$ cat config.mk
export PLATFORM = sky130hd
export DESIGN_NAME = bbd_front
export DESIGN_NICKNAME = d
export VERILOG_FILES = /design/src/sv/bbd_pkg.sv /design/src/sv/bbd_front.sv
export SDC_FILE = /design/constraint.sdc
export NUM_CORES = 1
export LEC_CHECK = 0
export ABC_AREA = 1
export BUFFER_PORTS_ARGS = -buffer_cell sky130_fd_sc_hd__buf_2
export CAP_MARGIN = 20
export CORE_MARGIN = 1.5
export CORE_UTILIZATION = 30
export DETAILED_ROUTE_END_ITERATION = 6
export PLACE_DENSITY = 0.45
export RECOVER_POWER = 25
export SLEW_MARGIN = 20
export SYNTH_ARGS = -nofsm -noshare
export SYNTH_HDL_FRONTEND = slang
export SYNTH_SLANG_ARGS = --single-unit
$ cat constraint.sdc
create_clock -name clk -period 13.8 [get_ports clk]
set_input_delay 1.38 -clock clk [delete_from_list [all_inputs] [get_ports clk]]
set_output_delay 1.38 -clock clk [all_outputs]
set_load 0.03 [all_outputs]
$ cat src/sv/bbd_pkg.sv
package bbd_pkg;

  // field widths fixed by the register and payload formats
  localparam int WIDTH_W  = 12;
  localparam int HEIGHT_W = 13;
  localparam int SHIFT_W  = 3;
  localparam int CFG_IDX_W = 2;

  // counter widths: column byte up to 3*4095+2, pixel up to 4095
  localparam int COL_W = 14;
  localparam int PIX_W = 12;
  localparam int ROW_W = 13;

  // accumulator index wide enough for 3*8192 entries
  localparam int OP_IDX_W = 15;

  localparam int QDEPTH = 4;
  localparam int QPTR_W = 2;

  localparam logic [WIDTH_W-1:0]  WIDTH_RESET  = 12'd1;
  localparam logic [HEIGHT_W-1:0] HEIGHT_RESET = 13'd1;
  localparam logic [SHIFT_W-1:0]  SHIFT_RESET  = 3'd1;

  typedef enum logic [CFG_IDX_W-1:0] {
    CFG_IMAGE_WIDTH  = 2'd0,
    CFG_IMAGE_HEIGHT = 2'd1,
    CFG_SHRINK_SHIFT = 2'd2
  } cfg_idx_t;

  // one accumulate operation on a column sum
  typedef struct packed {
    logic [OP_IDX_W-1:0] idx;
    logic [7:0]          data;
    logic                first;
    logic                emit;
    logic [1:0]          pad;
    logic                frame_end;
  } op_t;

  // one run of results: averaged byte plus its row padding
  typedef struct packed {
    logic [7:0] avg;
    logic [1:0] pad;
    logic       frame_end;
  } res_t;

endpackage

$ cat src/sv/bbd_front.sv
module bbd_front import bbd_pkg::*; #(
  parameter int MAX_WIDTH  = 2048,
  parameter int MAX_HEIGHT = 4096,
  parameter int MAX_SHIFT  = 4
) (
  input  logic                clk,
  input  logic                rst_n,
  input  logic [WIDTH_W-1:0]  image_width,
  input  logic [HEIGHT_W-1:0] image_height,
  input  logic [SHIFT_W-1:0]  shrink_shift,
  input  logic                in_valid,
  output logic                in_stall,
  input  logic [7:0]          in_byte,
  input  logic                q_full,
  output logic                push,
  output op_t                 push_op,
  output logic [SHIFT_W-1:0]  k_eff
);

  logic [COL_W-1:0]    c_r, c_nxt;
  logic [PIX_W-1:0]    p_r, p_nxt;
  logic [1:0]          ch_r, ch_nxt;
  logic [ROW_W-1:0]    r_r, r_nxt;

  logic [WIDTH_W-1:0]  w_eff;
  logic [HEIGHT_W-1:0] h_eff;
  logic [COL_W-1:0]    rowbytes, rowlen, obytes, c_inc;
  logic [1:0]          pad_in, pad_out;
  logic [PIX_W-1:0]    wout, bx, px;
  logic [ROW_W-1:0]    hout, by, ry;
  logic [ROW_W:0]      r_inc;
  logic [7:0]          side_m1;
  logic                in_block, row_end, accept;

  // clamp the registers to the supported range
  always_comb begin
    priority if (image_width == '0) begin
      w_eff = WIDTH_W'(1);
    end else if (32'(image_width) > MAX_WIDTH) begin
      w_eff = WIDTH_W'(MAX_WIDTH);
    end else begin
      w_eff = image_width;
    end
    priority if (image_height == '0) begin
      h_eff = HEIGHT_W'(1);
    end else if (32'(image_height) > MAX_HEIGHT) begin
      h_eff = HEIGHT_W'(MAX_HEIGHT);
    end else begin
      h_eff = image_height;
    end
    if (32'(shrink_shift) > MAX_SHIFT) begin
      k_eff = SHIFT_W'(MAX_SHIFT);
    end else begin
      k_eff = shrink_shift;
    end
  end

  assign rowbytes = COL_W'({w_eff, 1'b0}) + COL_W'(w_eff);
  assign pad_in   = 2'(3'd4 - {1'b0, rowbytes[1:0]});
  assign rowlen   = rowbytes + COL_W'(pad_in);
  assign wout     = PIX_W'(w_eff >> k_eff);
  assign hout     = ROW_W'(h_eff >> k_eff);
  assign obytes   = COL_W'({wout, 1'b0}) + COL_W'(wout);
  assign pad_out  = 2'(3'd4 - {1'b0, obytes[1:0]});
  assign side_m1  = 8'((9'd1 << k_eff) - 9'd1);

  assign bx = p_r >> k_eff;
  assign by = r_r >> k_eff;
  assign px = p_r & PIX_W'(side_m1);
  assign ry = r_r & ROW_W'(side_m1);

  assign in_block = (c_r < rowbytes) && (bx < wout) && (by < hout);
  assign row_end  = (bx == wout - PIX_W'(1)) && (ch_r == 2'd2);

  assign in_stall = q_full;
  assign accept   = in_valid && !in_stall;
  assign push     = accept && in_block;

  always_comb begin
    push_op.idx       = OP_IDX_W'({bx, 1'b0}) + OP_IDX_W'(bx) + OP_IDX_W'(ch_r);
    push_op.data      = in_byte;
    push_op.first     = (px == '0) && (ry == '0);
    push_op.emit      = (px == PIX_W'(side_m1)) && (ry == ROW_W'(side_m1));
    push_op.pad       = row_end ? pad_out : 2'd0;
    push_op.frame_end = row_end && (by == hout - ROW_W'(1));
  end

  // raster position; pixel and channel track the column byte without a divide
  always_comb begin
    c_inc = c_r + COL_W'(1);
    r_inc = {1'b0, r_r} + (ROW_W+1)'(1);
    if (c_inc >= rowlen) begin
      c_nxt  = '0;
      p_nxt  = '0;
      ch_nxt = 2'd0;
      r_nxt  = (r_inc >= {1'b0, h_eff}) ? '0 : r_inc[ROW_W-1:0];
    end else begin
      c_nxt = c_inc;
      if (ch_r == 2'd2) begin
        ch_nxt = 2'd0;
        p_nxt  = p_r + PIX_W'(1);
      end else begin
        ch_nxt = ch_r + 2'd1;
        p_nxt  = p_r;
      end
      r_nxt = (r_r >= h_eff) ? '0 : r_r;
    end
  end

  always_ff @(posedge clk) begin
    if (!rst_n) begin
      c_r  <= '0;
      p_r  <= '0;
      ch_r <= 2'd0;
      r_r  <= '0;
    end else if (accept) begin
      c_r  <= c_nxt;
      p_r  <= p_nxt;
      ch_r <= ch_nxt;
      r_r  <= r_nxt;
    end
  end

endmodule

==> results.sh <==
export IMPL_start_kind="primary input"
export IMPL_hold_viol=0
export IMPL_postCtsResizedCells=0
export IMPL_leakagePower_nw=4.315
export IMPL_grt_use_total=0.1829
export IMPL_crit_type="in2out"
export IMPL_routed_wl_um=24700
export IMPL_async_reset_ff_frac=0
export IMPL_cpPeakStageDelay_ns=1.41
export IMPL_cp_required_ns=12.42
export IMPL_yosysUniqueCellTypes=57
export IMPL_p_int_w=0.0002654
export IMPL_rrSetupSlack_ns=9.65
export IMPL_end_kind="output port"
export IMPL_dieWidth_um=165.0
export IMPL_status="complete, but fails checks"
export IMPL_vias_per_cell=4.916
export IMPL_p_comb_frac=0.476
export IMPL_post_route_cell_area_um2=8461
export IMPL_drive_above_1_share=0.08315
export IMPL_drt_iter0_drc=458
export IMPL_fin_total_pwr_w=0.0004687
export IMPL_route_vias_total=8210
export IMPL_power_per_cell_area_nw_per_um2=55.40
export IMPL_grt_pass1_wl_um=39540
export IMPL_ant_nets=0
export IMPL_maxSlewViolCount=115
export IMPL_worstPathMaxFanout=57
export IMPL_yosys_warnings=0
export IMPL_gr_total_overflow=0
export IMPL_clkPwrFrac=0.267
export IMPL_timing_slew_headroom=-0.3207
export IMPL_drc=0
export IMPL_htreeDepth=2
export IMPL_syn_num_nets=1468
export IMPL_path_clk_slew_ns=0.06
export IMPL_worstSkewPairLatency_ns=0.29
export IMPL_place_congestion=0.8968
export IMPL_chipHeight_um=165.0
export IMPL_tightest_slew_ns=1.974
export IMPL_hold_path_class="reg2reg"
export IMPL_cts_root_buf="clkbuf_16"
export IMPL_numPortBuffers=55
export IMPL_dp_slack_ns=5.360
export IMPL_p_sw_w=0.0002033
export IMPL_synth_enable_flop_cells=0
export IMPL_rows=59
export IMPL_clock_sinks=41
export IMPL_max_cap_violations=3
export IMPL_fmax_ghz=0.09618
export IMPL_first_pass_iters=5
export IMPL_violations="capacitance limit, slew limit"
export IMPL_period_minus_slack_ns=10.40
export IMPL_dp_hpwl_um=20430
export IMPL_synthCells=1313
export IMPL_vdd_drop_max_mv=0.04837
export IMPL_setup_viol=0
export IMPL_sw_frac_of_total=0.4337
export IMPL_post_cts_buffers=0
export IMPL_ios=73
export IMPL_cts_buffers=5
export IMPL_n_antenna_cell=0
export IMPL_final_nets=1489
export IMPL_wl_per_cell_um=14.79
export IMPL_ys_ff_latch=41
export IMPL_tns_ns=0
export IMPL_min_period_over_period=0.7534
export IMPL_syn_to_final_growth_pct=7.487
export IMPL_clockBufferDepth=2
export IMPL_grt_setup_unrepaired="no"
export IMPL_synth_area_um2=7871
export IMPL_grt_pass1_vias=7619
export IMPL_cts_tree="done"
export IMPL_synth_seq_area_share=0.1043
export IMPL_start_util=0.3038
export IMPL_cp_common_cell="nand2_1"
export IMPL_fin_ws_ns=3.403
export IMPL_crit_path_top_delay_cell="nand2_1"
export IMPL_dieArea_um2=27220
export IMPL_fin_skew_ns=0.003460
export IMPL_crit_arrival_ns=9.02
export IMPL_avgSynthCellArea_um2=5.995
export IMPL_antenna_found_initial=0
export IMPL_coreArea_um2=25910
export IMPL_postCtsHoldBufs=0
export IMPL_seq_power_share=0.257
export IMPL_synth_ff_type="dfxtp_1"
export IMPL_grt_max_degree=58
export IMPL_placed_cell_area_um2=8338
export IMPL_utilization=0.3265
[power by group through the flow]
stage	logic (W)	registers [W]	clock network [W]
6_report	0.000223	0.000120	0.000125
5_1_grt	0.000256	0.000120	0.000133
4_1_cts	0.000226	0.000120	0.000128
3_5_place_dp	0.000224	0.000123	0
3_3_place_gp	0.000224	0.000123	0
2_1_floorplan	0.000174	0.000122	0
[worst max-delay path: cells and delay by family]
| kind | cells | cell delay (ns) |
|---|---|---|
| AOI/OAI and AO/OA | 6 | 0.96 |
| adders and majority gates | 3 | 1.01 |
| buffers and inverters | 8 | 2.74 |
| and+or+nand+nor | 13 | 2.85 |
[Yosys cell counts (all sizes together), types with 3 or more instances]
master  count  area [um2]
a211oi      4       30.03
a21oi      87       442.9
a221oi      3       32.53
buf        32       201.4
clkbuf     11       41.29
clkinv      3       11.26
dfxtp      41       820.8
ha        113        1414
inv       185       694.4
nand2     355        1385
nand3     124       660.6
nand3b      8       60.06
nand4      21       131.4
nor2      126       500.5
nor3       20       100.1
nor4        3       18.77
o211ai     11       82.58
o21a        6       45.04
o21ai      67       346.6
o21bai      7       52.55
o22ai       5       31.28
or2         7       46.30
xnor2      16       158.9
xor2       37       342.8
[area by class of cell]
class                      count  area [um2]
fill                        2957       17450
multi-input combinational   1041        6080
sequential                    41       820.8
inverter                     188       705.7
tap                          335       419.2
timing repair buffer          57       282.8
clock buffer                   6       138.9
clock inverter                 2       13.76
[layer usage]
metal / track usage / part of all wire / wire (um)
met3: 0.01733 / 0.027 / 670
met5: 0 / 0 / 0
met4: 0.02252 / 0.011 / 267
met1: 0.2490 / 0.50 / 12230
met2: 0.3182 / 0.47 / 11530
[path summary, 6_finish.rpt]
kind,from,end,cells past startpoint
worst max-delay path,shrink_shift[2],push_op[26],30
worst min-delay path,ch_r[1],ch_r[1],2
worst max register to register,c_r[1],p_r[11],24
worst min register to register,ch_r[1],ch_r[1],2
[sequential cells by signal, summed over array words and instances, names as in the netlist]
name	count
c_r	14
r_r	13
p_r	12
ch_r	2
[layout by cell type, fill, tap and decap left out, types with 3 or more instances in the layout]
| cell type | instances |
|---|---|
| nand3_2 | 8 |
| o22ai_1 | 5 |
| nor3_1 | 20 |
| o21a_1 | 6 |
| nand2_2 | 14 |
| or2_2 | 5 |
| nand2_1 | 340 |
| clkbuf_1 | 4 |
| o21bai_1 | 7 |
| clkinv_1 | 3 |
| o21ai_1 | 18 |
| nor2_2 | 6 |
| nand4_1 | 21 |
| dfxtp_1 | 41 |
| ha_1 | 113 |
| o211ai_1 | 11 |
| nor4_1 | 3 |
| xor2_1 | 36 |
| buf_2 | 52 |
| a21oi_1 | 85 |
| nand3b_1 | 8 |
| a211oi_1 | 4 |
| o21ai_0 | 48 |
| nand3_1 | 116 |
| xnor2_1 | 15 |
| inv_2 | 8 |
| inv_1 | 177 |
| nor2_1 | 120 |
| clkbuf_16 | 5 |
[through the flow]
stage | hold WS (ns) | cells
floorplan | 0.4453 | 1313
global placement | 0.4548 | 1662
detailed placement | 0.4587 | 1662
CTS | 0.4693 | 1670
global route | 0.4899 | 1670
finish | 0.4689 | 1670
[kinds of logic after synthesis]
| kind of cell | Yosys count | share of synthesized area |
|---|---|---|
| buffers and inverters | 231 | 0.1205 |
| AND/OR/NAND/NOR | 666 | 0.3704 |
| XOR/XNOR | 55 | 0.06962 |
| other | 1 | 0.0004764 |
| AO/OA/AOI/OAI | 204 | 0.1501 |
| adder cells (fa/ha/maj) | 115 | 0.1847 |
| flip-flops | 41 | 0.1043 |
Note: power is estimated with default switching activity, not from simulation.
