`src/sv/bbd_pkg.sv`:
```
package bbd_pkg;

  // field widths fixed by the register and payload formats
  localparam int WIDTH_W  = 12;
  localparam int HEIGHT_W = 13;
  localparam int SHIFT_W  = 3;
  localparam int CFG_IDX_W = 2;

  // counter widths: column byte up to 3*4095+2, pixel up to 4095
  localparam int COL_W = 14;
  localparam int PIX_W = 12;
  localparam int ROW_W = 13;

  // accumulator index wide enough for 3*8192 entries
  localparam int OP_IDX_W = 15;

  localparam int QDEPTH = 4;
  localparam int QPTR_W = 2;

  localparam logic [WIDTH_W-1:0]  WIDTH_RESET  = 12'd1;
  localparam logic [HEIGHT_W-1:0] HEIGHT_RESET = 13'd1;
  localparam logic [SHIFT_W-1:0]  SHIFT_RESET  = 3'd1;

  typedef enum logic [CFG_IDX_W-1:0] {
    CFG_IMAGE_WIDTH  = 2'd0,
    CFG_IMAGE_HEIGHT = 2'd1,
    CFG_SHRINK_SHIFT = 2'd2
  } cfg_idx_t;

  // one accumulate operation on a column sum
  typedef struct packed {
    logic [OP_IDX_W-1:0] idx;
    logic [7:0]          data;
    logic                first;
    logic                emit;
    logic [1:0]          pad;
    logic                frame_end;
  } op_t;

  // one run of results: averaged byte plus its row padding
  typedef struct packed {
    logic [7:0] avg;
    logic [1:0] pad;
    logic       frame_end;
  } res_t;

endpackage

```
`src/sv/bbd_queue.sv`:
```
module bbd_queue import bbd_pkg::*; (
  input  logic clk,
  input  logic rst_n,
  input  logic push,
  input  op_t  push_op,
  output logic full,
  output logic valid,
  output op_t  head,
  input  logic pop
);

  op_t               entries_r [QDEPTH];
  logic [QPTR_W-1:0] wr_ptr_r, rd_ptr_r;
  logic [QPTR_W:0]   count_r;
  logic              do_pop;

  assign full   = (count_r == (QPTR_W+1)'(QDEPTH));
  assign valid  = (count_r != '0);
  assign head   = entries_r[rd_ptr_r];
  assign do_pop = pop && valid;

  always_ff @(posedge clk) begin
    if (push) begin
      entries_r[wr_ptr_r] <= push_op;
    end
  end

  always_ff @(posedge clk) begin
    if (!rst_n) begin
      wr_ptr_r <= '0;
      rd_ptr_r <= '0;
      count_r  <= '0;
    end else begin
      if (push) begin
        wr_ptr_r <= wr_ptr_r + QPTR_W'(1);
      end
      if (do_pop) begin
        rd_ptr_r <= rd_ptr_r + QPTR_W'(1);
      end
      unique case ({push, do_pop})
        2'b10:   count_r <= count_r + (QPTR_W+1)'(1);
        2'b01:   count_r <= count_r - (QPTR_W+1)'(1);
        default: count_r <= count_r;
      endcase
    end
  end

endmodule

```
`config.mk`:
```
export PLATFORM = sky130hd
export DESIGN_NAME = bbd_queue
export DESIGN_NICKNAME = d
export VERILOG_FILES = /design/src/sv/bbd_pkg.sv /design/src/sv/bbd_queue.sv
export SDC_FILE = /design/constraint.sdc
export NUM_CORES = 1
export LEC_CHECK = 0
export BUFFER_PORTS_ARGS = -buffer_cell sky130_fd_sc_hd__buf_4
export CORE_ASPECT_RATIO = 0.5
export CORE_MARGIN = 2
export CORE_UTILIZATION = 43
export CTS_CLUSTER_SIZE = 8
export DETAILED_ROUTE_END_ITERATION = 7
export SYNTH_ARGS = -nofsm -noshare
export SYNTH_HDL_FRONTEND = slang
export SYNTH_SLANG_ARGS = --single-unit
```
`constraint.sdc`:
```
create_clock -name clk -period 3.39 [get_ports clk]
set_input_delay 0 -clock clk [delete_from_list [all_inputs] [get_ports clk]]
set_output_delay 0 -clock clk [all_outputs]
set_load 0.1 [all_outputs]
```
==> out/summary.txt, run 1 <==
Status -> completed
Post-Place Cells -> 393
Yosys top cell by area -> edfxtp_1
Largest family of logic cells by synthesized area -> multiplexers
Clock slew at reported path FFs -> 50 ps
Yosys cell types -> 22
Vias per cell -> 4.88
Worst Setup Start Kind -> flip-flop
Initial Util -> 44.5%
Net Count, Synth -> 231
Critical Path, Cell by Cell -> mux4_1 -> buf_4
Clk_skew -> 7.71 ps
Leak Pwr -> 2.08 nW
Share of the synthesized area in the top cell type -> 73.8%
Routed WL per cell -> 17.0 um
DRT Pass-1 Iters -> 4
First DRT Iteration DRCs -> 117
Fmax -> 0.431 GHz
Slowest stage delay, CP -> 960 ps
Synth Flop Type -> edfxtp_1
Dominant cells by area after synthesis -> edfxtp_1, mux4_2, mux4_1, dfxtp_1, ha_1
Crit. End Element -> primary output
Pins Over Slew Limit -> 0
Post-DRT Antenna Nets -> 0
Reg2Reg Depth -> 7
Number of global-route vias before repair -> 2,341
GRT Util Overall -> 14.7%
Number of core rows -> 26
Fin. Hold Viols -> 0
Critical path's slowest cell -> dfxtp_2
Ant diodes -> 0
Die footprint -> 11,500 um^2
R2R Setup Slk -> 1380 ps
Gr ovfl total -> 0
Multi-input gate area -> 923 um^2
DR vias -> 2,203
Total wire length -> 7650 um
Top post-synthesis cells by count -> edfxtp_1, mux4_2, dfxtp_1
CP Data Required Time -> 3390 ps
Fin crit share -> 68.4%
Hold path depth -> 4
Max clock buf depth -> 2
First-pass GRT wire length -> 12,100 um
Reg2reg start -> count_r[0]$_SDFFE_PN0P_
HPWL after DPL -> 4390 um
Post-Syn Instances -> 193
CTS buffer count -> 17
Clock Latency Late Sink -> 400 ps
Storage element area -> 3540 um^2
CTS root buf -> clkbuf_16
Min cycle time layout -> 2320 ps
Worst Path Class, Setup -> reg2out
Number of synthesized flops with an enable pin -> 112
Maximum VDD drop -> 0.792 mV
Sequential share of the synthesized area -> 77.8%
Final setup violation count -> 0
CTS tree -> done
Fillcell total -> 782
Drt drc -> 0
Final GP Congestion -> 0.641
Measured slew at the worst slew-check pin -> 975 ps
Core area -> 10,200 um^2
Share of cells above drive strength 1 -> 34.7%
Post-Synth XOR/XNOR Area -> 0.961%
Synth Area in Simple Gates -> 2.00%
Arrival @ worst endpoint -> 2320 ps
Worst R2R End -> count_r[2]$_SDFFE_PN0P_
Multiplexer share of the synthesized area -> 14.7%
Most common cell in the netlist -> edfxtp_1
Synth async-reset ratio -> 0%
RSZ-0062 raised after global routing -> no
Max-cap viol count -> 0
Largest net degree at the start of global routing -> 29
FF+latch count, synth -> 121
Nets -> 340
Initial antenna violation count -> 0
Final Non-Filler Cells -> 451
Adder-Cell Fraction of Synth Area -> 1.81%
Ys Warns -> 0
Area grow syn2layout -> 30.2%
Final TNS setup -> 0 ps
Max H-tree Level -> 4
IO Count -> 62
Clock Sink Count -> 121
Class of the worst hold path -> in2reg
Worst Hold Launch -> pop
Mapped Area -> 4560 um^2
Syn avg cell area -> 23.6 um^2
CP max FO -> 28
Compound-Gate Fraction of Synth Area -> 0.769%
Die width -> 150 um
Die height -> 76.8 um
I/O Buffers -> 61
Worst slew margin -> 35.0%
PwrDens -> 810 nW/um^2
## area by class of cell
| class | instances | share of cell area [%] |
|---|---|---|
| clock inverters | 8 | 0.590 |
| well taps | 140 | 2.95 |
| repair buffers | 96 | 13.4 |
| clock buffers | 20 | 7.36 |
| multi-input cells | 60 | 15.6 |
| inverters | 6 | 0.380 |
| flip-flops and latches | 121 | 59.7 |
## through the flow
| step | hold WS (ps) | utilization (%) | total power (W) | setup WS, ps | instance area (um^2) |
|---|---|---|---|---|---|
| after detailed placement | 202 | 50.4 | 0.00339 | 1400 | 5160 |
| after floorplan | 98.9 | - | 0.00312 | 1600 | 4560 |
| after global routing | 128 | 57.9 | 0.00499 | 874 | 5930 |
| final | 80.8 | 57.9 | 0.00481 | 1070 | 5930 |
| after CTS | 58.7 | 57.9 | 0.00486 | 956 | 5930 |
| after global placement | 198 | 50.4 | 0.00337 | 1410 | 5160 |
## flip-flops by register name (all words and copies together), names as in the netlist, named ones only
| register | flops |
|---|---|
| count_r | 3 |
| rd_ptr_r | 2 |
| wr_ptr_r | 2 |
| entries_r | 112 |
## repair_timing
item                                   CTS  global route
setup buffers                            0             0
endpoints found under the hold margin  121             0
hold buffers                            30             0
gates resized for setup                  0             0
## kinds of logic (layout without fill, tap and decap cells)
| kind of cell | Yosys count | count (layout) |
|---|---|---|
| DFF | 121 | 121 |
| AOI/OAI and AO/OA | 5 | 5 |
| xor gates and xnor gates | 5 | 5 |
| adders and majority gates | 6 | 6 |
| muxes | 29 | 29 |
| and+or+nand+nor | 15 | 15 |
| buffers and inverters | 12 | 130 |
## critical path, delay by kind of cell (launching register included)
kind / cells / cell delay, ps
flip-flops: 1 / 960
buffers and inverters: 1 / 250
multiplexers: 1 / 680
## routing by layer
metal | up-vias | routed length, um | GRT usage [%]
met5 | - | 0 | 0
met3 | 12 | 375 | 5.36
met4 | 0 | 157 | 7.71
met1 | 1124 | 3340 | 18.4
met2 | 46 | 3780 | 22.6
li1 | 1021 | - | -
## worst max-delay path by stage
stage                            startpoint  slack [ps]                       to
CTS                               flip-flop         960                 head[20]
finish                            flip-flop        1070                 head[23]
floorplan           count_r[0]$_SDFFE_PN0P_        1600  count_r[2]$_SDFFE_PN0P_
global route                      flip-flop         870                 head[23]
global placement                  flip-flop        1410                 head[23]
detailed placement                flip-flop        1400                 head[20]
## report_power, final
part	switching, W	internal [W]
Sequential	0.000104	0.00173
Clock	0.000543	0.000894
Combinational	0.00110	0.000430
Total	0.00175	0.00306
## placed cells by master (no fill, tap or decap), types with 3 or more instances in the layout
| cell | count |
|---|---|
| clkinv_1 | 4 |
| buf_4 | 66 |
| nor2b_1 | 3 |
| dlygate4sd3_1 | 30 |
| ha_1 | 5 |
| dfxtp_1 | 8 |
| clkbuf_1 | 3 |
| inv_1 | 6 |
| xnor2_1 | 3 |
| mux4_1 | 8 |
| edfxtp_1 | 112 |
| clkinv_2 | 4 |
| clkbuf_16 | 17 |
| mux4_2 | 20 |
| and2_1 | 8 |
Power figures use the tool's default switching activity.
==> run 2, diff against run 1 <==
ABC_AREA = 1   (was not set)
clock period = 2 ns   (was 3.39 ns; I/O delays follow)
==> out/summary.txt, run 2 <==
Drt drc -> 0
Share of the synthesized area in the top cell type -> 72.7%
Critical Path, Cell by Cell -> nor2_1 -> nand2_4 -> nand2_1 -> inv_1 -> ha_1 -> inv_1 -> fa_1 -> inv_1 -> nand2_1 -> nand3_1 -> nand2_1 -> nand2_1 -> nor2_1
CP Data Required Time -> 2300 ps
Fillcell total -> 812
Synth async-reset ratio -> 0%
Number of global-route vias before repair -> 3,135
CTS tree -> done
Most common cell after layout, fill and taps aside -> edfxtp_1
Min cycle time layout -> 1870 ps
Maximum VDD drop -> 0.854 mV
CP max FO -> 4
Top post-synthesis cells by count -> edfxtp_1, nor2_1, o21ai_0
Share of cells above drive strength 1 -> 29.7%
Storage element area -> 3540 um^2
Area grow syn2layout -> 37.0%
Placed Area -> 5450 um^2
Fin. Hold Viols -> 0
Clock slew at reported path FFs -> 50 ps
Clk_skew -> 5.66 ps
Yosys cell types -> 19
Leak Pwr -> 2.36 nW
Clock Latency Late Sink -> 410 ps
Worst Hold Launch -> push_op[18]
HPWL after DPL -> 5820 um
Reg with most FFs -> entries_r
Slowest stage delay, CP -> 400 ps
Final TNS setup -> 0 ps
Total Power Consumption -> 0.00870 W
Crit. End Element -> flip-flop
Final GP Congestion -> 0.738
Worst Path Buf+Inv -> 3
Number of core rows -> 26
Critical path's slowest cell -> dfxtp_1
DR vias -> 3,088
First-pass GRT wire length -> 15,500 um
Sequential share of the synthesized area -> 76.6%
RSZ-0062 raised after global routing -> no
Max clock buf depth -> 2
Reg2reg start -> count_r[1]$_SDFFE_PN0P_
Synth Flop Type -> edfxtp_1
Total wire length -> 9840 um
I/O Buffers -> 61
PwrDens -> 1370 nW/um^2
Post-Syn Instances -> 337
Fin crit share -> 93.5%
Max-cap viol count -> 0
Post-layout util -> 61.2%
Die height -> 77.3 um
Fmax -> 0.535 GHz
Final setup violation count -> 0
DRT Pass-1 Iters -> 4
GRT Util Overall -> 18.2%
Dpl ws -> 203 ps
Worst Path Class, Setup -> reg2reg
Number of synthesized flops with an enable pin -> 112
Most common cell in the netlist -> edfxtp_1
Die width -> 151 um
Leading cell types in the layout, fill and taps excluded -> edfxtp_1, buf_4, nor2_1, o21ai_0, dlygate4sd3_1
Max FFs per register -> 112
IO Count -> 62
Multi-input gate area -> 1080 um^2
Setup crit start -> count_r[1]$_SDFFE_PN0P_
Ys Warns -> 0
CTS root buf -> clkbuf_16
Measured slew at the worst slew-check pin -> 445 ps
Critical path's most frequent cell -> nand2_1
Final Cell Area -> 6330 um^2
Nets -> 483
First DRT Iteration DRCs -> 150
FF+latch count, synth -> 121
Core area -> 10,300 um^2
Routed WL per cell -> 16.5 um
Gr ovfl total -> 0
Max H-tree Level -> 4
Net Count, Synth -> 375
Initial antenna violation count -> 0
Vias per cell -> 5.16
Mapped Area -> 4620 um^2
Die footprint -> 11,600 um^2
Class of the worst hold path -> in2reg
Pins Over Slew Limit -> 0
Syn avg cell area -> 13.7 um^2
Ant diodes -> 0
Largest net degree at the start of global routing -> 37
Worst slew margin -> 70.3%
Status -> completed
Post-DRT Antenna Nets -> 0
Initial Util -> 44.7%
CTS buffer count -> 17
Dominant cells by area after synthesis -> edfxtp_1, nor2_1, o21ai_0, dfxtp_1, o22ai_1
Worst Setup Start Kind -> flip-flop
Crit-path leading delay family -> simple AND/OR/NAND/NOR gates
Final Worst Setup Slack -> 130 ps
Yosys top cell by area -> edfxtp_1
Clock Sink Count -> 121
Arrival @ worst endpoint -> 2170 ps
Largest regs -> entries_r: 112 flops, count_r: 3 flops
run 2: cell types whose count changed after synthesis, sizes merged, moves of 5 or more:
cell,before,now
mux4,28,0
o22ai,0,28
inv,6,18
and2,8,0
nor2,0,62
nand2,1,15
clkbuf,0,7
a21oi,0,5
o21ai,2,60
run 2: what timing repair did:
| action | in CTS | in global routing |
|---|---|---|
| setup buffers | 0 | 0 |
| setup endpoints to repair | 8 | 0 |
| hold buffers | 32 | 0 |
| gates resized for setup | 1 | 0 |
| hold endpoints to repair | 121 | 0 |
run 2: layout make-up:
type | count | area share [%]
tap | 140 | 2.77
clock buffer | 18 | 6.77
inverter | 19 | 1.15
timing repair buffer | 106 | 14.2
clock inverter | 14 | 2.09
multi-input combinational | 180 | 17.0
sequential | 121 | 56.0
run 2: cells by family after synthesis:
logic type               after synthesis  share of synthesized area [%]
flip-flops                           121                           76.6
AO/OA/AOI/OAI                         93                           10.8
AND/OR/NAND/NOR                       81                           6.68
buffers and inverters                 36                           4.06
adder cells (fa/ha/maj)                6                           1.79
run 2: power breakdown:
group | switching [W] | internal [W]
clock network | 0.00104 | 0.00181
logic | 0.00221 | 0.000662
registers | 0.0000664 | 0.00291
total | 0.00332 | 0.00538
run 2: metal layers:
metal / track usage, % / part of all wire [%] / vias up
li1: - / - / 1457
met1: 22.8 / 43 / 1544
met2: 29.8 / 50 / 72
met3: 5.83 / 5.9 / 15
met4: 6.92 / 1.7 / 0
met5: 0 / 0 / -
run 2: worst paths after layout:
kind	endpoint	cells after the start	slack (ps)
worst max-delay path	count_r[2]$_SDFFE_PN0P_	13	130
worst min-delay path	entries_r[0][18]$_DFFE_PP_	2	330
worst max register to register	count_r[2]$_SDFFE_PN0P_	13	130
worst min register to register	wr_ptr_r[1]$_SDFFE_PN0P_	2	540
run 2: through the flow:
step	std cells	hold WS [ps]
floorplan	337	98.9
finish	598	331
CTS	598	316
global route	598	327
global placement	534	198
detailed placement	534	203
