File: config.mk
export PLATFORM = sky130hd
export DESIGN_NAME = bbd_out
export DESIGN_NICKNAME = d
export VERILOG_FILES = /design/src/sv/bbd_pkg.sv /design/src/sv/bbd_out.sv
export SDC_FILE = /design/constraint.sdc
export NUM_CORES = 1
export LEC_CHECK = 0
export BUFFER_PORTS_ARGS = -buffer_cell sky130_fd_sc_hd__buf_2
export CORE_UTILIZATION = 43
export CTS_BUF_LIST = sky130_fd_sc_hd__clkbuf_8 sky130_fd_sc_hd__clkbuf_16
export DETAILED_ROUTE_END_ITERATION = 7
export PLACE_DENSITY = 0.77
export SLEW_MARGIN = 20
export SYNTH_ARGS = -nofsm -noshare
export SYNTH_HDL_FRONTEND = slang
export SYNTH_SLANG_ARGS = --single-unit
File: constraint.sdc
create_clock -name clk -period 1.7 [get_ports clk]
set_input_delay 0.255 -clock clk [delete_from_list [all_inputs] [get_ports clk]]
set_output_delay 0.255 -clock clk [all_outputs]
set_load 0.01 [all_outputs]
File: src/sv/bbd_pkg.sv
package bbd_pkg;

  // field widths fixed by the register and payload formats
  localparam int WIDTH_W  = 12;
  localparam int HEIGHT_W = 13;
  localparam int SHIFT_W  = 3;
  localparam int CFG_IDX_W = 2;

  // counter widths: column byte up to 3*4095+2, pixel up to 4095
  localparam int COL_W = 14;
  localparam int PIX_W = 12;
  localparam int ROW_W = 13;

  // accumulator index wide enough for 3*8192 entries
  localparam int OP_IDX_W = 15;

  localparam int QDEPTH = 4;
  localparam int QPTR_W = 2;

  localparam logic [WIDTH_W-1:0]  WIDTH_RESET  = 12'd1;
  localparam logic [HEIGHT_W-1:0] HEIGHT_RESET = 13'd1;
  localparam logic [SHIFT_W-1:0]  SHIFT_RESET  = 3'd1;

  typedef enum logic [CFG_IDX_W-1:0] {
    CFG_IMAGE_WIDTH  = 2'd0,
    CFG_IMAGE_HEIGHT = 2'd1,
    CFG_SHRINK_SHIFT = 2'd2
  } cfg_idx_t;

  // one accumulate operation on a column sum
  typedef struct packed {
    logic [OP_IDX_W-1:0] idx;
    logic [7:0]          data;
    logic                first;
    logic                emit;
    logic [1:0]          pad;
    logic                frame_end;
  } op_t;

  // one run of results: averaged byte plus its row padding
  typedef struct packed {
    logic [7:0] avg;
    logic [1:0] pad;
    logic       frame_end;
  } res_t;

endpackage

File: src/sv/bbd_out.sv
module bbd_out import bbd_pkg::*; (
  input  logic       clk,
  input  logic       rst_n,
  input  logic       res_valid,
  input  res_t       res,
  output logic       res_ready,
  output logic       out_valid,
  input  logic       out_stall,
  output logic [7:0] out_byte,
  output logic       out_is_padding,
  output logic       out_last_of_run,
  output logic       out_end_of_frame
);

  logic       busy_r;
  logic [7:0] avg_r;
  logic [1:0] pad_r;
  logic [1:0] pos_r;
  logic       eof_r;
  logic       accept, last;

  assign last             = (pos_r == pad_r);
  assign accept           = busy_r && !out_stall;
  assign res_ready        = !busy_r || (accept && last);

  assign out_valid        = busy_r;
  assign out_byte         = (pos_r == 2'd0) ? avg_r : 8'd0;
  assign out_is_padding   = (pos_r != 2'd0);
  assign out_last_of_run  = last;
  assign out_end_of_frame = last && eof_r;

  always_ff @(posedge clk) begin
    if (res_valid && res_ready) begin
      avg_r <= res.avg;
      pad_r <= res.pad;
      eof_r <= res.frame_end;
    end
  end

  // pos counts the word within the run: averaged byte first, then padding
  always_ff @(posedge clk) begin
    if (!rst_n) begin
      busy_r <= 1'b0;
      pos_r  <= 2'd0;
    end else if (res_valid && res_ready) begin
      busy_r <= 1'b1;
      pos_r  <= 2'd0;
    end else if (accept) begin
      if (last) begin
        busy_r <= 1'b0;
      end else begin
        pos_r <= pos_r + 2'd1;
      end
    end
  end

endmodule

==> results of run 1 <==
-- power by group through the flow --
stage | clock, uW | sequential, uW | combinational, uW
floorplan | 0 | 406 | 57.3
global route | 289 | 402 | 120
detailed placement | 0 | 407 | 109
finish | 270 | 400 | 108
CTS | 278 | 400 | 110
global placement | 0 | 406 | 107
-- metal layers --
metal  share of wire (%)  track usage (%)
met5                   0                0
met3                 4.1             5.11
met2                  53             24.6
met1                  40             16.7
met4                 3.2             12.9
-- critical path: stages, from the launching register on --
cell and delay [ns]:
edfxtp_1 0.41, xnor2_2 0.26, nand2_2 0.12, o21ai_2 0.17, buf_2 0.16
-- layout make-up --
class	count	area (um2)
inverters	5	18.8
clock buffers	3	41.3
multi-input cells	24	203
flip-flops and latches	14	390
fillers	107	487
well taps	15	18.8
clock inverters	1	3.75
repair buffers	28	155
-- sequential cells by signal (all words and copies together), names as in the netlist --
name       cells
pos_r          2
avg_r          8
eof_r          1
pad_r          2
out_valid      1
-- final timing paths --
| kind | endpoint | from | slack [ns] |
|---|---|---|---|
| setup / recovery | res_ready | pad_r[0] | 0.08 |
| hold / removal | avg_r[4] | res[7] | 0.19 |
| setup reg to reg | pad_r[0] | pad_r[0] | 0.12 |
| hold reg to reg | out_valid | out_valid | 0.55 |
-- cell usage in the layout, fill, tap and decap left out --
cell type  instances
xnor2_1            1
nand2b_1           2
buf_12             1
a21boi_0           1
nor2_1             2
inv_1              5
nand2_2            1
clkinv_1           1
and2_1             9
edfxtp_1          11
o21ai_2            1
mux2i_1            1
ha_1               1
buf_2             27
xnor2_2            2
and3_2             1
clkbuf_8           3
o311ai_2           1
dfxtp_1            3
a21oi_4            1
-- logic make-up (layout without fill, tap and decap cells) --
family / after synthesis / after routing / synth area share (%)
xor gates and xnor gates: 3 / 3 / 6.75
adders and majority gates: 1 / 1 / 2.04
AOI/OAI and AO/OA: 4 / 4 / 7.98
buffers and inverters: 5 / 37 / 3.07
DFF: 14 / 14 / 63.8
muxes: 1 / 1 / 1.64
and+or+nand+nor: 15 / 15 / 14.7
-- per-stage QoR --
| stage | instances | utilization, % | total power, uW | cell area (um2) | setup slack, ns |
|---|---|---|---|---|---|
| 3_5_place_dp | 86 | 59.6 | 516 | 786 | 0.126 |
| 6_report | 90 | 63.1 | 778 | 831 | 0.0781 |
| 3_3_place_gp | 86 | 59.6 | 513 | 786 | 0.199 |
| 2_1_floorplan | 43 | - | 463 | 612 | 0.0438 |
| 5_1_grt | 90 | 63.1 | 811 | 831 | 0.0124 |
| 4_1_cts | 90 | 63.1 | 788 | 831 | 0.0726 |
==> impl_metrics.env, run 1 <==
export IMPL_r2r_cells=5
export IMPL_peakVddDrop_mv=0.646
export IMPL_async_flop_share_pct=0
export IMPL_fmax_mhz=617
export IMPL_syn_cell_area_um2=612
export IMPL_ys_warnings_count=0
export IMPL_num_rows=13
export IMPL_maxCapViolCount=0
export IMPL_combPwrFrac_pct=13.9
export IMPL_drcViolationCount=0
export IMPL_p_leak_uw=0.000364
export IMPL_cp_max_fo=3
export IMPL_die_w_um=39.7
export IMPL_cts_tree="yes"
export IMPL_drive_above_1_share_pct=50.7
export IMPL_switching_share_pct=22.0
export IMPL_overflow=0
export IMPL_diodes=0
export IMPL_p_int_uw=607
export IMPL_wirelength_um=937
export IMPL_ant_nets=0
export IMPL_cts_clk_slew_worst_paths_ns=0.06
export IMPL_cts_resized=0
export IMPL_ys_types=16
export IMPL_syn_nets=59
export IMPL_crit_type="reg -> out"
export IMPL_wl_per_cell_um=10.4
export IMPL_yosys_top_cells_area="edfxtp_1, dfxtp_1, and2_1"
export IMPL_ios=28
export IMPL_place_congestion=0.717
export IMPL_slew_headroom_pct=80.9
export IMPL_power_switching_uw=171
export IMPL_grtUsageTotal_pct=15.6
export IMPL_die_h_um=39.7
export IMPL_firstDrtPassIters=3
export IMPL_insertion_delay_ns=0.24
export IMPL_rsz0062_at_grt="no"
export IMPL_worstMarginPinSlew_ns=0.285
export IMPL_antenna_found_initial=0
export IMPL_synth_edff_count=11
export IMPL_cts_setup_buffers=0
export IMPL_root_buffer="clkbuf_8"
export IMPL_synth_most_common_cell="edfxtp_1"
export IMPL_dpl_hpwl_um=730
export IMPL_netlist_instances=43
export IMPL_cts_buffer_depth=2
export IMPL_grt_pass1_vias=367
export IMPL_ys_ff_latch=14
export IMPL_p_seq_share_pct=51.4
export IMPL_initial_core_util_pct=46.4
export IMPL_end_kind="output pin"
export IMPL_post_route_min_period_ns=1.62
export IMPL_avgSynthCellArea_um2=14.2
export IMPL_hold_ws_ns=0.185
export IMPL_cp_required_ns=1.44
export IMPL_crit_path_start_kind="register"
export IMPL_cts_num_sinks=14
export IMPL_power_density_nw_per_um2=936
export IMPL_ys_top_cells_by_count="edfxtp_1, and2_1, inv_1, dfxtp_1"
export IMPL_slew_viol_final=0
export IMPL_setup_violations=0
export IMPL_yosysSeqAreaShare_pct=63.8
export IMPL_ys_flop_type="edfxtp_1"
export IMPL_fin_nets=92
export IMPL_core_um2=1320
export IMPL_area_growth_pct=35.8
export IMPL_synth_top_area_cell="edfxtp_1"
export IMPL_dieArea_um2=1580
export IMPL_netlist_area_leader_share_pct=54.0
export IMPL_grt_max_degree=12
export IMPL_hold_depth=1
export IMPL_clkPwrFrac_pct=34.7
export IMPL_hold_path_class="in -> reg"
export IMPL_finalCritPeriodShare_pct=95.4
export IMPL_skew_ns=0.000980
export IMPL_cts_hold_buffers=0
export IMPL_vias=411
export IMPL_cts_max_level=1
export IMPL_cts_buffers=3
export IMPL_viasPerCell=4.57
export IMPL_grt_pass1_wl_um=1480
export IMPL_arrival_ns=1.37
export IMPL_drt_iter0_markers=4
export IMPL_fin_tns_setup_ns=0
export IMPL_status="finished, final reports clean"
export IMPL_hold_violations=0
export IMPL_io_buffer_count=27
Note: power is estimated with default switching activity, not from simulation.
==> run 2: changes to the inputs <==
ABC_AREA = 1   (was not set)
ABC_CLOCK_PERIOD_IN_PS = 1700   (was not set)
CORE_UTILIZATION = 44   (was 43)
GPL_TIMING_DRIVEN = 0   (was not set)
PLACE_DENSITY = 0.78   (was 0.77)
==> run 2 against run 1 <==
Against the previous run:
- fmax grew 5.8%
- cell area is 0.15% higher
- count of clock-buffer cells in the layout did not move
- critical path type unchanged
- area after synthesis up 4.1%
- largest power group unchanged
==> impl_metrics.env, run 2 <==
export IMPL_dpl_hpwl_um=819
export IMPL_firstDrtPassIters=4
export IMPL_cts_clk_slew_worst_paths_ns=0.06
export IMPL_worstMarginPinSlew_ns=0.412
export IMPL_netlist_instances=68
export IMPL_num_rows=13
export IMPL_largest_reg_flops=8
export IMPL_ys_flop_type="edfxtp_1"
export IMPL_avgSynthCellArea_um2=9.37
export IMPL_arrival_ns=1.28
export IMPL_cts_setup_buffers=0
export IMPL_ys_warnings_count=0
export IMPL_slew_headroom_pct=72.5
export IMPL_rr_startpoint="pad_r[0]"
export IMPL_cts_num_sinks=14
export IMPL_cts_tree="yes"
export IMPL_drcViolationCount=0
export IMPL_setup_violations=0
export IMPL_ys_ff_latch=14
export IMPL_p_leak_uw=0.000462
export IMPL_finalCritPeriodShare_pct=90.2
export IMPL_netlist_area_leader_share_pct=51.9
export IMPL_final_common_cell="buf_2"
export IMPL_cts_hold_buffers=0
export IMPL_slew_viol_final=0
export IMPL_final_cell_mix="buf_2, inv_1, nand2_1"
export IMPL_drt_iter0_markers=8
export IMPL_power_switching_uw=183
export IMPL_p_seq_share_pct=51.5
export IMPL_peakVddDrop_mv=0.720
export IMPL_crit_path_start_kind="register"
export IMPL_combPwrFrac_pct=13.3
export IMPL_drive_above_1_share_pct=39.8
export IMPL_top_register="avg_r"
export IMPL_p_int_uw=596
export IMPL_r2r_cells=7
export IMPL_min_from="res[3]"
export IMPL_post_route_min_period_ns=1.53
export IMPL_yosys_top_cells_area="edfxtp_1, inv_1, nand2_1"
export IMPL_wirelength_um=1090
export IMPL_cts_max_level=1
export IMPL_maxCapViolCount=0
export IMPL_initial_core_util_pct=48.3
export IMPL_skew_ns=0.00149
export IMPL_async_flop_share_pct=0
export IMPL_ant_nets=0
export IMPL_r2r_slack_ns=0.23
export IMPL_place_congestion=0.697
export IMPL_clkPwrFrac_pct=35.2
export IMPL_io_buffer_count=27
export IMPL_grtUsageTotal_pct=14.2
export IMPL_rsz0062_at_grt="no"
export IMPL_cp_required_ns=1.44
export IMPL_die_w_um=40.0
export IMPL_fmax_mhz=652
export IMPL_fin_nets=115
export IMPL_reg_top3="avg_r x8, pad_r x2, pos_r x2"
export IMPL_dieArea_um2=1600
export IMPL_ios=28
export IMPL_core_um2=1320
export IMPL_crit_type="reg -> out"
export IMPL_hold_violations=0
export IMPL_cp_max_fo=9
export IMPL_cts_buffer_depth=2
export IMPL_overflow=0
export IMPL_area_growth_pct=30.6
export IMPL_fin_tns_setup_ns=0
export IMPL_fill_cells=112
export IMPL_hold_path_class="in -> reg"
export IMPL_die_h_um=40.0
export IMPL_cts_buffers=3
export IMPL_power_density_nw_per_um2=937
export IMPL_vias=497
export IMPL_root_buffer="clkbuf_8"
export IMPL_insertion_delay_ns=0.24
export IMPL_hold_depth=1
export IMPL_syn_nets=84
export IMPL_viasPerCell=4.40
export IMPL_antenna_found_initial=0
export IMPL_diodes=0
export IMPL_min_to="avg_r[0]"
export IMPL_synth_edff_count=11
export IMPL_cts_resized=0
export IMPL_grt_max_degree=12
export IMPL_hold_ws_ns=0.187
export IMPL_grt_pass1_wl_um=1450
export IMPL_syn_cell_area_um2=637
export IMPL_status="finished, final reports clean"
export IMPL_ys_types=14
export IMPL_switching_share_pct=23.5
export IMPL_grt_pass1_vias=373
export IMPL_worst_r2r_endpoint="avg_r[7]"
export IMPL_wl_per_cell_um=9.62
export IMPL_ys_top_cells_by_count="inv_1, nand2_1, edfxtp_1, nand2_2, nor2_1"
export IMPL_yosysSeqAreaShare_pct=61.3
export IMPL_end_kind="output pin"
export IMPL_synth_top_area_cell="edfxtp_1"
[run 2: cell count changes after synthesis, sizes merged, moves of 2 or more]
| cell | previous run | this run |
|---|---|---|
| nand2b | 2 | 0 |
| xnor2 | 3 | 0 |
| inv | 5 | 20 |
| nor2 | 2 | 4 |
| nand2 | 1 | 23 |
| and2 | 9 | 0 |
| nand3 | 0 | 3 |
[run 2: worst max path at each step]
stage,from,to,slack (ns),cells past startpoint
floorplan,pad_r[0],avg_r[0],0.39,7
global placement,pad_r[0],avg_r[7],0.29,7
detailed placement,pad_r[0],avg_r[5],0.24,7
CTS,pos_r[0],out_byte[6],0.03,6
global route,pos_r[0],out_byte[0],0.06,5
finish,pos_r[0],out_byte[6],0.17,5
[run 2: area by class of cell]
type | instances | area, um2 | area share (%)
Sequential cell | 14 | 390 | 46.9
Inverter | 20 | 75.1 | 9.02
Clock buffer | 3 | 41.3 | 4.96
Clock inverter | 1 | 3.75 | 0.451
Tap cell | 15 | 18.8 | 2.26
Timing Repair Buffer | 27 | 135 | 16.2
Multi-Input combinational cell | 33 | 168 | 20.2
[run 2: cell families after synthesis]
kind of cell,share of synthesized area [%]
compound gates,2.55
flops,61.3
buf+inv,12.4
fa+ha+maj,1.96
simple gates,21.8
[run 2: power groups by stage]
stage | Combinational, uW | Clock, uW | Sequential [uW]
floorplan | 58.7 | 0 | 407
global placement | 100 | 0 | 407
detailed placement | 104 | 0 | 409
CTS | 105 | 281 | 401
global route | 118 | 292 | 403
finish | 104 | 274 | 401
[run 2: critical path, stage by stage (launching register included)]
cell     delay [ns]
dfxtp_1        0.33
inv_2          0.08
ha_1           0.32
nand2_1        0.09
inv_1          0.07
buf_2          0.14
[run 2: layer usage]
layer / GRT usage (%) / routed length (um) / share of wire, % / up-vias
met5: 0 / 0 / 0 / -
met4: 5.17 / 0 / 0 / 0
met3: 5.00 / 44 / 4.0 / 0
met2: 25.8 / 619 / 57 / 13
met1: 14.9 / 423 / 39 / 223
li1: - / - / - / 261
[run 2: metrics by stage]
step	total power, uW	utilization (%)	cell area [um2]	std cells	worst slack [ns]
3_3_place_gp	508	60.0	791	110	0.291
6_report	779	63.2	832	113	0.166
5_1_grt	813	63.2	832	113	0.0594
3_5_place_dp	513	60.0	791	110	0.237
2_1_floorplan	466	-	637	68	0.391
4_1_cts	787	63.4	836	114	0.0324
==> run 3: changes to the inputs <==
--- a/config.mk
+++ b/config.mk
@@ -9,4 +9,5 @@
 export ABC_CLOCK_PERIOD_IN_PS = 1700
 export BUFFER_PORTS_ARGS = -buffer_cell sky130_fd_sc_hd__buf_2
+export CORE_MARGIN = 10
 export CORE_UTILIZATION = 44
 export CTS_BUF_LIST = sky130_fd_sc_hd__clkbuf_8 sky130_fd_sc_hd__clkbuf_16
==> constraint.sdc (replaced) <==
create_clock -name clk -period 1.7 [get_ports clk]
set_input_delay 0.17 -clock clk [delete_from_list [all_inputs] [get_ports clk]]
set_output_delay 0.17 -clock clk [all_outputs]
set_load 0.01 [all_outputs]
==> run 3 against run 2 <==
Against the previous run:
- clock power shrank 5%
- largest cell class unchanged
- highest routed layer is now met4
- count of clock-buffer cells in the layout did not move
- sequential power hardly changed
==> impl_metrics.env, run 3 (synthesized netlist as in run 2, its figures left out) <==
export IMPL_status="finished, final reports clean"
export IMPL_cts_resized=0
export IMPL_drt_iter0_markers=9
export IMPL_drcViolationCount=0
export IMPL_die_h_um=58.0
export IMPL_crit_type="reg -> reg"
export IMPL_path_depth=7
export IMPL_peakVddDrop_mv=0.575
export IMPL_ios=28
export IMPL_firstDrtPassIters=4
export IMPL_fin_tns_setup_ns=0
export IMPL_hold_depth=1
export IMPL_rsz0062_at_grt="no"
export IMPL_maxCapViolCount=0
export IMPL_cp_required_ns=1.59
export IMPL_cp_slowest_cell="edfxtp_1"
export IMPL_wirelength_um=1290
export IMPL_cts_buffers=3
export IMPL_fmax_mhz=682
export IMPL_grt_max_degree=12
export IMPL_core_um2=1330
export IMPL_switching_share_pct=22.4
export IMPL_grt_pass1_wl_um=2100
export IMPL_viasPerCell=4.40
export IMPL_end_kind="register"
export IMPL_clkPwrFrac_pct=34.0
export IMPL_vias=497
export IMPL_diodes=0
export IMPL_path_cells="inv_1 -> nand2_2 -> nand2_2 -> nand2_4 -> nand2_2 -> nand3_2 -> inv_1"
export IMPL_post_route_min_period_ns=1.47
export IMPL_cp_max_fo=11
export IMPL_cts_max_level=1
export IMPL_skew_ns=0.00333
export IMPL_area_growth_pct=30.6
export IMPL_hold_path_class="in -> reg"
export IMPL_top_register="avg_r"
export IMPL_crit_family="flip-flops"
export IMPL_die_w_um=58.0
export IMPL_cts_num_sinks=14
export IMPL_dieArea_um2=3370
export IMPL_place_congestion=0.794
export IMPL_io_buffer_count=27
export IMPL_cts_clk_slew_worst_paths_ns=0.05
export IMPL_cp_buffers_inverters=2
export IMPL_power_switching_uw=172
export IMPL_overflow=0
export IMPL_worstMarginPinSlew_ns=0.395
export IMPL_wl_per_cell_um=11.4
export IMPL_insertion_delay_ns=0.24
export IMPL_initial_core_util_pct=47.7
export IMPL_num_rows=13
export IMPL_hold_violations=0
export IMPL_crit_path_start_kind="register"
export IMPL_cts_buffer_depth=2
export IMPL_cts_tree="yes"
export IMPL_p_seq_share_pct=52.3
export IMPL_cts_hold_buffers=0
export IMPL_grt_pass1_vias=500
export IMPL_reg_top3="avg_r x8, pad_r x2, pos_r x2"
export IMPL_slew_viol_final=0
export IMPL_r2r_cells=7
export IMPL_drive_above_1_share_pct=39.8
export IMPL_root_buffer="clkbuf_8"
export IMPL_finalCritPeriodShare_pct=86.3
export IMPL_arrival_ns=1.36
export IMPL_fin_nets=115
export IMPL_ant_nets=0
export IMPL_cpMostUsedCell="nand2_2"
export IMPL_setup_violations=0
export IMPL_power_density_nw_per_um2=923
export IMPL_final_cell_mix="buf_2, inv_1, nand2_1"
export IMPL_cpPeakStageDelay_ns=0.40
export IMPL_grtUsageTotal_pct=7.96
export IMPL_fin_util_pct=62.4
export IMPL_antenna_found_initial=0
export IMPL_final_common_cell="buf_2"
export IMPL_dpl_hpwl_um=1060
export IMPL_combPwrFrac_pct=13.7
export IMPL_slew_headroom_pct=73.6
export IMPL_p_leak_uw=0.000462
export IMPL_largest_reg_flops=8
export IMPL_p_int_uw=596
[run 3: cell counts in the layout (fill, tap and decap cells not counted)]
No cell type changed its count.
[run 3: what timing repair did]
| action | CTS | global route |
|---|---|---|
| setup endpoints to repair | 0 | 4 |
| hold endpoints to repair | 0 | 0 |
| buffers inserted | 0 | 0 |
[run 3: cell type report]
| cell class | instances | area, um2 |
|---|---|---|
| Fill cell | 112 | 502 |
| Inverter | 20 | 75.1 |
| Tap cell | 15 | 18.8 |
| Multi-Input combinational cell | 33 | 168 |
| Timing Repair Buffer | 27 | 135 |
| Clock buffer | 3 | 41.3 |
| Sequential cell | 14 | 390 |
| Clock inverter | 1 | 3.75 |
[run 3: final timing paths]
check | end | from | slack [ns]
worst max register to register | avg_r[0] | pad_r[0] | 0.23
worst max-delay path | avg_r[0] | pad_r[0] | 0.23
worst min register to register | pos_r[1] | pos_r[1] | 0.56
worst min-delay path | avg_r[7] | res[10] | 0.10
[run 3: routing by layer]
layer	part of all wire (%)	GRT usage, %	vias up
met2	59	15.2	12
li1	-	-	260
met1	35	6.89	221
met3	3.1	1.31	4
met4	2.8	7.05	0
met5	0	0	-
[run 3: power by group through the flow]
stage	registers, uW	logic [uW]	clock network [uW]
2_1_floorplan	407	58.7	0
6_report	401	105	261
4_1_cts	401	108	268
3_5_place_dp	408	107	0
5_1_grt	403	119	292
3_3_place_gp	407	103	0
[run 3: metrics by stage]
stage	hold WS, ns	total power, uW	setup WS [ns]	instances	instance area (um2)
floorplan	0.269	466	0.391	68	637
global placement	0.346	511	0.269	110	791
detailed placement	0.348	515	0.230	110	791
CTS	0.0985	778	0.105	114	836
global route	0.0908	815	0.121	113	832
finish	0.103	768	0.233	113	832
